**config.mk**
```make
export PLATFORM = sky130hd
export DESIGN_NAME = mcas_ctrl
export DESIGN_NICKNAME = d
export VERILOG_FILES = /design/src/hw/rtl/mcas_pkg.sv /design/src/hw/rtl/mcas_ctrl.sv
export SDC_FILE = /design/constraint.sdc
export NUM_CORES = 1
export LEC_CHECK = 0
export BUFFER_PORTS_ARGS = -buffer_cell sky130_fd_sc_hd__clkbuf_2
export CORE_ASPECT_RATIO = 0.9
export CORE_MARGIN = 4
export CORE_UTILIZATION = 50
export DETAILED_ROUTE_END_ITERATION = 12
export HOLD_SLACK_MARGIN = 0.1
export MAX_ROUTING_LAYER = met4
export PLACE_DENSITY = 0.9
export SLEW_MARGIN = 20
export SYNTH_ARGS = -nofsm -noshare
export SYNTH_HDL_FRONTEND = slang
export SYNTH_SLANG_ARGS = --single-unit
```
**constraint.sdc**
```tcl
create_clock -name clk -period 2 [get_ports clk]
set_clock_uncertainty 0.1 [all_clocks]
set_input_delay 0.4 -clock clk [delete_from_list [all_inputs] [get_ports clk]]
set_output_delay 0.4 -clock clk [all_outputs]
set_load 0.01 [all_outputs]
```
**src/hw/rtl/mcas_pkg.sv**
```systemverilog
`default_nettype none
package mcas_pkg;

    localparam int DEF_SIZE = 32;
    localparam int POT_W    = 40;

    localparam logic signed [POT_W-1:0] POT_MAX = 40'sh7F_FFFF_FFFF;
    localparam logic signed [POT_W-1:0] POT_MIN = 40'sh80_0000_0000;

    // Controller states double as datapath operation codes.
    localparam int OP_W = 5;
    localparam logic [OP_W-1:0] OP_IDLE   = 5'd0;
    localparam logic [OP_W-1:0] OP_DIMS   = 5'd1;
    localparam logic [OP_W-1:0] OP_CLR    = 5'd2;
    localparam logic [OP_W-1:0] OP_ARINIT = 5'd3;
    localparam logic [OP_W-1:0] OP_ARSET  = 5'd4;
    localparam logic [OP_W-1:0] OP_MRD    = 5'd5;
    localparam logic [OP_W-1:0] OP_MR0    = 5'd6;
    localparam logic [OP_W-1:0] OP_MU     = 5'd7;
    localparam logic [OP_W-1:0] OP_SRD    = 5'd8;
    localparam logic [OP_W-1:0] OP_SC1    = 5'd9;
    localparam logic [OP_W-1:0] OP_SC2    = 5'd10;
    localparam logic [OP_W-1:0] OP_SEND   = 5'd11;
    localparam logic [OP_W-1:0] OP_URD    = 5'd12;
    localparam logic [OP_W-1:0] OP_UA     = 5'd13;
    localparam logic [OP_W-1:0] OP_UB     = 5'd14;
    localparam logic [OP_W-1:0] OP_UEND   = 5'd15;
    localparam logic [OP_W-1:0] OP_MCHK   = 5'd16;
    localparam logic [OP_W-1:0] OP_AST    = 5'd17;
    localparam logic [OP_W-1:0] OP_ARD    = 5'd18;
    localparam logic [OP_W-1:0] OP_AB     = 5'd19;
    localparam logic [OP_W-1:0] OP_AO     = 5'd20;
    localparam logic [OP_W-1:0] OP_NROW   = 5'd21;
    localparam logic [OP_W-1:0] OP_TOT    = 5'd22;
    localparam logic [OP_W-1:0] OP_TOT2   = 5'd23;
    localparam logic [OP_W-1:0] OP_ORD    = 5'd24;
    localparam logic [OP_W-1:0] OP_OLD    = 5'd25;
    localparam logic [OP_W-1:0] OP_ERR    = 5'd26;
    localparam logic [OP_W-1:0] OP_OUTW   = 5'd27;

    // Configuration register indexes
    localparam logic REG_NUM_ROWS = 1'b0;
    localparam logic REG_NUM_COLS = 1'b1;

    typedef struct packed {
        logic [OP_W-1:0] op;
        logic            accept;
        logic            j_clr;
        logic            j_inc;
        logic            g_clr;
        logic            g_inc;
        logic            k_clr;
        logic            k_inc;
    } mcas_cmd_t;

    typedef struct packed {
        logic dims_err;
        logic j_is_m;
        logic vis_j;
        logic guard_over;
        logic r0_bad;
        logic o_ok;
        logic j1_valid;
        logic first_found;
        logic owner_none;
        logic back_bad;
        logic j1_is_m;
        logic k_last;
        logic out_taken;
        logic out_last;
    } mcas_stat_t;

    function automatic logic signed [POT_W-1:0] sat40(input logic signed [POT_W+1:0] x);
        logic signed [POT_W-1:0] r;
        begin
            if (x > 42'(POT_MAX))
                r = POT_MAX;
            else if (x < 42'(POT_MIN))
                r = POT_MIN;
            else
                r = x[POT_W-1:0];
            return r;
        end
    endfunction

endpackage
`default_nettype wire

```
**src/hw/rtl/mcas_ctrl.sv**
```systemverilog
`default_nettype none
module mcas_ctrl (
    input  wire logic             clk,
    input  wire logic             rst_n,
    input  wire logic             in_valid,
    input  wire logic             in_last,
    output logic                  in_ready,
    input  mcas_pkg::mcas_stat_t  stat,
    output mcas_pkg::mcas_cmd_t   cmd
);
    import mcas_pkg::*;

    logic [OP_W-1:0] state_reg;
    logic [OP_W-1:0] state_next;

    always_ff @(posedge clk or negedge rst_n)
    begin
        if (!rst_n)
            state_reg <= OP_IDLE;
        else
            state_reg <= state_next;
    end

    always_comb
    begin
        state_next = state_reg;
        cmd        = '0;
        cmd.op     = state_reg;
        in_ready   = (state_reg == OP_IDLE);
        cmd.accept = in_ready && in_valid;
        case (state_reg)
            OP_IDLE:
                if (cmd.accept && in_last)
                    state_next = OP_DIMS;
            OP_DIMS:
            begin
                cmd.j_clr  = 1'b1;
                state_next = stat.dims_err ? OP_ERR : OP_CLR;
            end
            OP_CLR:
                if (stat.j_is_m)
                begin
                    cmd.j_clr  = 1'b1;
                    cmd.k_clr  = 1'b1;
                    state_next = OP_ARINIT;
                end
                else
                    cmd.j_inc = 1'b1;
            OP_ARINIT:
                if (stat.j_is_m)
                    state_next = OP_ARSET;
                else
                    cmd.j_inc = 1'b1;
            OP_ARSET:
            begin
                cmd.g_clr  = 1'b1;
                state_next = OP_MRD;
            end
            OP_MRD:
                state_next = stat.guard_over ? OP_AST : OP_MR0;
            OP_MR0:
                if (stat.r0_bad)
                    state_next = OP_AST;
                else
                begin
                    cmd.j_clr  = 1'b1;
                    state_next = OP_MU;
                end
            OP_MU:
                state_next = OP_SRD;
            OP_SRD:
                if (stat.j_is_m)
                    state_next = OP_SEND;
                else if (stat.vis_j)
                    cmd.j_inc = 1'b1;
                else
                    state_next = OP_SC1;
            OP_SC1:
                state_next = OP_SC2;
            OP_SC2:
            begin
                cmd.j_inc  = 1'b1;
                state_next = OP_SRD;
            end
            OP_SEND:
                if (stat.j1_valid || stat.first_found)
                begin
                    cmd.j_clr  = 1'b1;
                    state_next = OP_URD;
                end
                else
                    state_next = OP_NROW;
            OP_URD:
                state_next = OP_UA;
            OP_UA:
                if (stat.vis_j && stat.o_ok)
                    state_next = OP_UB;
                else if (stat.j_is_m)
                    state_next = OP_UEND;
                else
                begin
                    cmd.j_inc  = 1'b1;
                    state_next = OP_URD;
                end
            OP_UB:
                if (stat.j_is_m)
                    state_next = OP_UEND;
                else
                begin
                    cmd.j_inc  = 1'b1;
                    state_next = OP_URD;
                end
            OP_UEND:
            begin
                cmd.g_inc  = 1'b1;
                state_next = OP_MCHK;
            end
            OP_MCHK:
                state_next = stat.owner_none ? OP_AST : OP_MRD;
            OP_AST:
            begin
                cmd.g_clr  = 1'b1;
                state_next = OP_ARD;
            end
            OP_ARD:
                state_next = stat.guard_over ? OP_NROW : OP_AB;
            OP_AB:
                state_next = stat.back_bad ? OP_NROW : OP_AO;
            OP_AO:
            begin
                cmd.g_inc  = 1'b1;
                state_next = stat.j1_is_m ? OP_NROW : OP_ARD;
            end
            OP_NROW:
                if (stat.k_last)
                    state_next = OP_TOT;
                else
                begin
                    cmd.k_inc  = 1'b1;
                    cmd.j_clr  = 1'b1;
                    state_next = OP_ARINIT;
                end
            OP_TOT:
                state_next = OP_TOT2;
            OP_TOT2:
            begin
                cmd.k_clr  = 1'b1;
                state_next = OP_ORD;
            end
            OP_ORD:
                state_next = OP_OLD;
            OP_OLD:
                state_next = OP_OUTW;
            OP_ERR:
                state_next = OP_OUTW;
            OP_OUTW:
                if (stat.out_taken)
                begin
                    if (stat.out_last)
                        state_next = OP_IDLE;
                    else
                    begin
                        cmd.k_inc  = 1'b1;
                        state_next = OP_ORD;
                    end
                end
            default:
                state_next = OP_IDLE;
        endcase
    end

endmodule
`default_nettype wire

```
==> results of run 1 <==
==> worst max-delay path, cell delays in order, from the launching register on <==
cell and delay, ps:
dfrtp_2 430, buf_4 170, buf_4 150, nor2b_4 130, nand2_1 80, o22a_1 180
o22ai_2 150, buf_2 160
==> metal layers <==
layer  share of wire (%)  GRT usage, %  routed length [µm]
met4                 7.7          13.6                 352
met2                  43          47.9                1980
met5                   0             -                   0
met1                  35          38.0                1590
met3                  14          7.06                 664
==> final timing paths <==
check | start | slack, ps | to
setup reg to reg | state_reg[3]$_DFFE_PN0P_ | -30 | state_reg[1]$_DFFE_PN0P_
hold / removal | stat[1] | 410 | state_reg[3]$_DFFE_PN0P_
min in group asynchronous | rst_n | 420 | state_reg[4]$_DFFE_PN0P_
max in group asynchronous | rst_n | 1210 | state_reg[0]$_DFFE_PN0P_
hold reg to reg | state_reg[0]$_DFFE_PN0P_ | 670 | state_reg[0]$_DFFE_PN0P_
setup / recovery | state_reg[2]$_DFFE_PN0P_ | -200 | cmd[5]
==> Yosys cell counts (2+ instances only) <==
cell type	n	share of area [%]
nand2_1	14	5.8
nor2_1	14	5.8
a21oi_1	13	7.2
nor3_1	8	4.4
o21ai_0	8	4.4
buf_2	7	3.9
dfrtp_1	5	14
nand2b_1	5	3.4
a31oi_1	4	2.8
or3_1	4	2.8
a32oi_1	3	2.9
buf_4	3	2.5
nand3_1	3	1.7
o211ai_1	3	2.5
and3b_1	2	1.9
and4b_1	2	2.2
inv_1	2	0.83
nor2b_1	2	1.4
o22ai_1	2	1.4
==> area by class of cell <==
class | count | area [µm²]
Clock buffer | 4 | 26.3
Fill cell | 99 | 256
Inverter | 3 | 15.0
Multi-Input combinational cell | 117 | 798
Sequential cell | 5 | 131
Tap cell | 24 | 30.0
Timing Repair Buffer | 63 | 442
==> layout by cell type (no fill, tap or decap), types with 2 or more instances in the layout <==
cell | synthesis | final
buf_4 | 3 | 27
nand2b_1 | 5 | 2
dfrtp_2 | 0 | 5
nor3_2 | 0 | 3
nand2b_4 | 1 | 3
o21ai_0 | 8 | 8
nor2_1 | 14 | 11
and4b_1 | 2 | 2
nor3_1 | 8 | 5
nand3_1 | 3 | 3
a21oi_1 | 13 | 13
clkbuf_4 | 0 | 3
o211ai_1 | 3 | 3
a31oi_1 | 4 | 4
buf_6 | 0 | 3
clkbuf_2 | 0 | 25
a32oi_1 | 3 | 2
nand2_1 | 14 | 14
or3_1 | 4 | 3
buf_2 | 7 | 5
nor2_4 | 0 | 2
==> cells by family after synthesis <==
logic type             after synthesis
AND/OR/NAND/NOR                     67
AO/OA/AOI/OAI                       50
buffers and inverters               15
flip-flops                           5
==> power by group <==
part	internal, mW	total (mW)	switching [mW]
Clock	0.0761	0.127	0.0508
Combinational	0.965	2.08	1.11
Sequential	0.162	0.263	0.101
Total	1.20	2.47	1.27
==> metrics by stage <==
| step | setup slack, ps | power [mW] | hold WS (ps) | instances |
|---|---|---|---|---|
| floorplan | 125 | 1.20 | 4.41 | 137 |
| global placement | 135 | 1.65 | 116 | 195 |
| detailed placement | 63.7 | 1.70 | 120 | 195 |
| CTS | -116 | 1.94 | 404 | 203 |
| global route | -251 | 2.58 | 415 | 216 |
| finish | -203 | 2.47 | 413 | 216 |
==> timing repair <==
item,CTS,global route
setup buffers,3,12
pin swaps,1,2
gates cloned,0,1
endpoints found under the hold margin,5,0
endpoints found under the setup margin,7,8
gates resized for setup,10,28
hold buffers,1,0
==> impl_metrics.csv, run 1 <==
group,metric,value,unit
synthesis,ys_seq_area_share,13.8,%
global_route,grt_usage,31.0,%
routing,wirelength,4.59,mm
timing,relSlewSlack,74.9,%
synthesis,async_reset_ff_share,100,%
pwr,ir_drop,0.00110,V
timing,hold_violations,0,
global_route,grt_pass1_wl,5.98,mm
timing,setup_violations,7,
synthesis,syn_inst,137,
timing,min_period,2200,ps
synthesis,syn_nets,155,
routing,vias,1541,
layout,diodes,0,
pwr,p_leak,0.630,nW
synthesis,synth-simple-area-share,40.4,%
clock_network,cts_buffers,3,
place,portBuffers,30,
run_status,status,"finished with violations",
die,die_width,52.9,µm
global_route,grt_max_degree,14,
layout,nNetsFinal,211,
clock_network,clk_path_buf_depth,2,
layout,drive_gt1_share,48.4,%
routing,drc_errors,0,
layout,fin_area,1440,µm²
synthesis,ys.flop_type,"dfrtp_1",
synthesis,ys_types,52,
die,core_area,1700,µm²
layout,syn2layout_area_growth,59.0,%
setup_path,crit_arrival,1700,ps
clock_network,cts_sinks,5,
timing,fmaxAchievable,454,MHz
routing,drt_iter0_drc,139,
clock_network,root_buffer,"clkbuf_4",
layout,largest_reg_flops,5,
routing,wl_per_cell,21.2,µm
global_route,grt_pass1_vias,1239,
timing,post-route-period-util,110,%
timing,tightest_slew,367,ps
setup_path,crit_type,"reg -> out",
die,start_util,53.4,%
synthesis,yosysWarningCount,0,
setup_path,rr_worst_depth,5,
global_route,grt_overflow,0,
global_route,antenna_found_initial,0,
pwr,powerDensity,1710,nW/µm²
synthesis,synth_mux_area_share,0,%
die,dieArea,2560,µm²
routing,drt_first_pass_iters,6,
timing,rsz0062_at_grt,"true",
synthesis,synth-edff-count,0,
setup_path,end_kind,"output port",
synthesis,synth-seq-cells,5,
synthesis,synthAdderAreaFrac,0,%
synthesis,synthesis.area,907,µm²
setup_path,critical_path.startpoint_type,"flip-flop",
place,place_congestion,1.10,
synthesis,synth_top_family_by_area,"simple AND/OR/NAND/NOR gates",
clock_network,worstSkewPairLatency,250,ps
synthesis,synth_area_per_cell,6.62,µm²
worst_hold_path,hold_class,"in -> reg",
timing,tns,-423,ps
timing,fin_ws,-203,ps
layout,fin_util,84.9,%
setup_path,required,1500,ps
place,dpl_cell_area,1150,µm²
setup_path,cp_max_fo,5,
routing,via_per_inst,7.13,
die,ioPinCount,31,
timing,maxSlewViolCount,0,
routing,drtAntennaViolNets,0,
synthesis,synth_xor_area_share,0,%
run_status,violations,"negative setup slack",
place,dp_hpwl,2.57,mm
clock_network,cts_tree,"built",
synthesis,synth_compound_area_share,37.4,%
die,rows,14,
clock_network,htree_levels,1,
worst_hold_path,holdPathStages,3,
die,die_y,48.4,µm
clock_network,clk_pin_slew,50,ps
job,max_cap_violations,0,
Note: power is estimated with default switching activity, not from simulation.
==> run 2: changes to the inputs <==
--- a/config.mk
+++ b/config.mk
@@ -5,14 +5,14 @@
 export SDC_FILE = /design/constraint.sdc
 export NUM_CORES = 1
 export LEC_CHECK = 0
-export BUFFER_PORTS_ARGS = -buffer_cell sky130_fd_sc_hd__clkbuf_2
 export CORE_ASPECT_RATIO = 0.9
 export CORE_MARGIN = 4
-export CORE_UTILIZATION = 50
+export CORE_UTILIZATION = 58
 export DETAILED_ROUTE_END_ITERATION = 12
+export DONT_BUFFER_PORTS = 1
 export HOLD_SLACK_MARGIN = 0.1
 export MAX_ROUTING_LAYER = met4
-export PLACE_DENSITY = 0.9
+export PLACE_DENSITY = 0.84
 export SLEW_MARGIN = 20
 export SYNTH_ARGS = -nofsm -noshare
 export SYNTH_HDL_FRONTEND = slang
==> run 2 against run 1 <==
Highest routed layer unchanged. Routed wire length shrank 0.33%. Largest cell class unchanged. Non-clock buffer count shrank 32. The run still ends with negative setup slack left. Final cell count shrank 19%. Sequential power down 3%. Core utilization rose by 0.14 points. Largest power group unchanged. Combinational power shrank 5%. First-iteration DRC count increased by 67%. Global-route usage is 4.0 points higher.
==> impl_metrics.csv, run 2 (synthesized netlist as in run 1, its figures left out) <==
group,metric,value,unit
timing,rsz0062_at_grt,"true",
setup_path,end_kind,"output port",
setup_path,cp_max_fo,5,
global_route,grt_pass1_wl,5.87,mm
routing,drc_errors,0,
clock_network,worstSkewPairLatency,250,ps
layout,diodes,0,
place,dp_hpwl,2.45,mm
routing,wl_per_cell,26.1,µm
routing,drtAntennaViolNets,0,
layout,drive_gt1_share,33.8,%
clock_network,cts_tree,"built",
pwr,p_leak,0.479,nW
timing,relSlewSlack,72.3,%
global_route,grt_pass1_vias,1237,
die,die_y,45.5,µm
die,rows,13,
pwr,powerDensity,1880,nW/µm²
die,dieArea,2260,µm²
global_route,antenna_found_initial,0,
worst_hold_path,hold_class,"in -> reg",
job,max_cap_violations,0,
clock_network,cts_buffers,3,
layout,layout_common_cells,"buf_4 (22), nand2_1 (14), a21oi_1 (13), nor2_1 (12), o21ai_0 (8)",
layout,nNetsFinal,179,
place,portBuffers,0,
clock_network,clk_pin_slew,50,ps
timing,setup_violations,8,
layout,final_cells,175,
timing,min_period,2150,ps
run_status,violations,"negative setup slack",
global_route,grt_overflow,0,
clock_network,cts_sinks,5,
pwr,total_power,2.35,mW
clock_network,clk_path_buf_depth,2,
timing,post-route-period-util,108,%
clock_network,htree_levels,1,
die,die_width,49.7,µm
routing,vias,1386,
global_route,grt_max_degree,12,
timing,tns,-478,ps
die,core_area,1460,µm²
timing,maxSlewViolCount,0,
timing,hold_violations,0,
routing,drt_iter0_drc,232,
place,place_congestion,1.12,
layout,fin_area,1240,µm²
global_route,grt_usage,35.0,%
setup_path,critical_path.startpoint_type,"flip-flop",
die,start_util,62.0,%
die,ioPinCount,31,
routing,drt_first_pass_iters,6,
clock_network,root_buffer,"clkbuf_4",
setup_path,crit_arrival,1650,ps
timing,fin_ws,-152,ps
pwr,ir_drop,0.00137,V
run_status,status,"finished with violations",
layout,largest_reg_flops,5,
setup_path,required,1500,ps
routing,via_per_inst,7.92,
place,place_inst,161,
timing,tightest_slew,409,ps
routing,wirelength,4.57,mm
layout,syn2layout_area_growth,37.2,%
layout,nFillCells,76,
setup_path,crit_type,"reg -> out",
place,dpl_cell_area,1020,µm²
layout,final_common_cell,"buf_4",
place,post-place-ws,95.8,ps
timing,fmaxAchievable,465,MHz
-- run 2: cell count changes in the layout (fill, tap and decap cells not counted), moves of 2 or more --
cell / before / now
buf_2: 5 / 0
buf_4: 27 / 22
buf_6: 3 / 7
clkbuf_2: 25 / 0
nand2b_1: 2 / 4
-- run 2: final timing paths --
path | start | end | slack (ps) | cells past startpoint
max | state_reg[1]$_DFFE_PN0P_ | cmd[4] | -150 | 5
min | stat[11] | state_reg[3]$_DFFE_PN0P_ | 270 | 2
max reg2reg | state_reg[0]$_DFFE_PN0P_ | state_reg[1]$_DFFE_PN0P_ | 0 | 7
min reg2reg | state_reg[1]$_DFFE_PN0P_ | state_reg[1]$_DFFE_PN0P_ | 660 | 2
max in group asynchronous | rst_n | state_reg[4]$_DFFE_PN0P_ | 1150 | 1
min in group asynchronous | rst_n | state_reg[0]$_DFFE_PN0P_ | 380 | 1
-- run 2: area by class of cell --
cell class                 instances  area (µm²)  share of cell area [%]
clock buffer                       4        26.3                    2.11
tap                               15        18.8                    1.51
inverter                           3        11.3                   0.905
timing repair buffer              31         274                    22.0
multi-input combinational        117         783                    62.9
sequential                         5         131                    10.6
-- run 2: through the flow --
stage | util, % | hold slack [ps]
final | 85.0 | 266
after global routing | 85.0 | 286
after CTS | 77.0 | 258
after detailed placement | 69.6 | 4.51
after global placement | 69.6 | 4.52
after floorplan | - | 4.41
-- run 2: timing repair --
action,4_1_cts,5_1_grt
pin swaps,4,5
cloned,0,0
gates resized for setup,9,20
buffers inserted,5,4
endpoints found under the hold margin,5,0
setup endpoints to repair,6,8
hold buffers,1,0
-- run 2: worst max-delay path: stages, from the launching register on --
cell and delay [ps]:
dfrtp_2 440, or2_1 250, o21a_1 220, nor3_2 180, a311oi_1 70, a21oi_1 240
-- run 2: per-layer routing --
metal	GRT usage (%)	wire, µm	share of wire (%)	up-vias
met5	-	0	0	-
met2	51.5	1890	41	167
met3	10.2	739	16	51
li1	-	-	-	570
met1	41.6	1590	35	598
met4	23.8	348	7.6	0
-- run 2: power by group --
| part | internal (mW) | switching [mW] |
|---|---|---|
| clock network | 0.0759 | 0.0488 |
| registers | 0.162 | 0.0933 |
| logic | 0.845 | 1.12 |
| total | 1.08 | 1.26 |
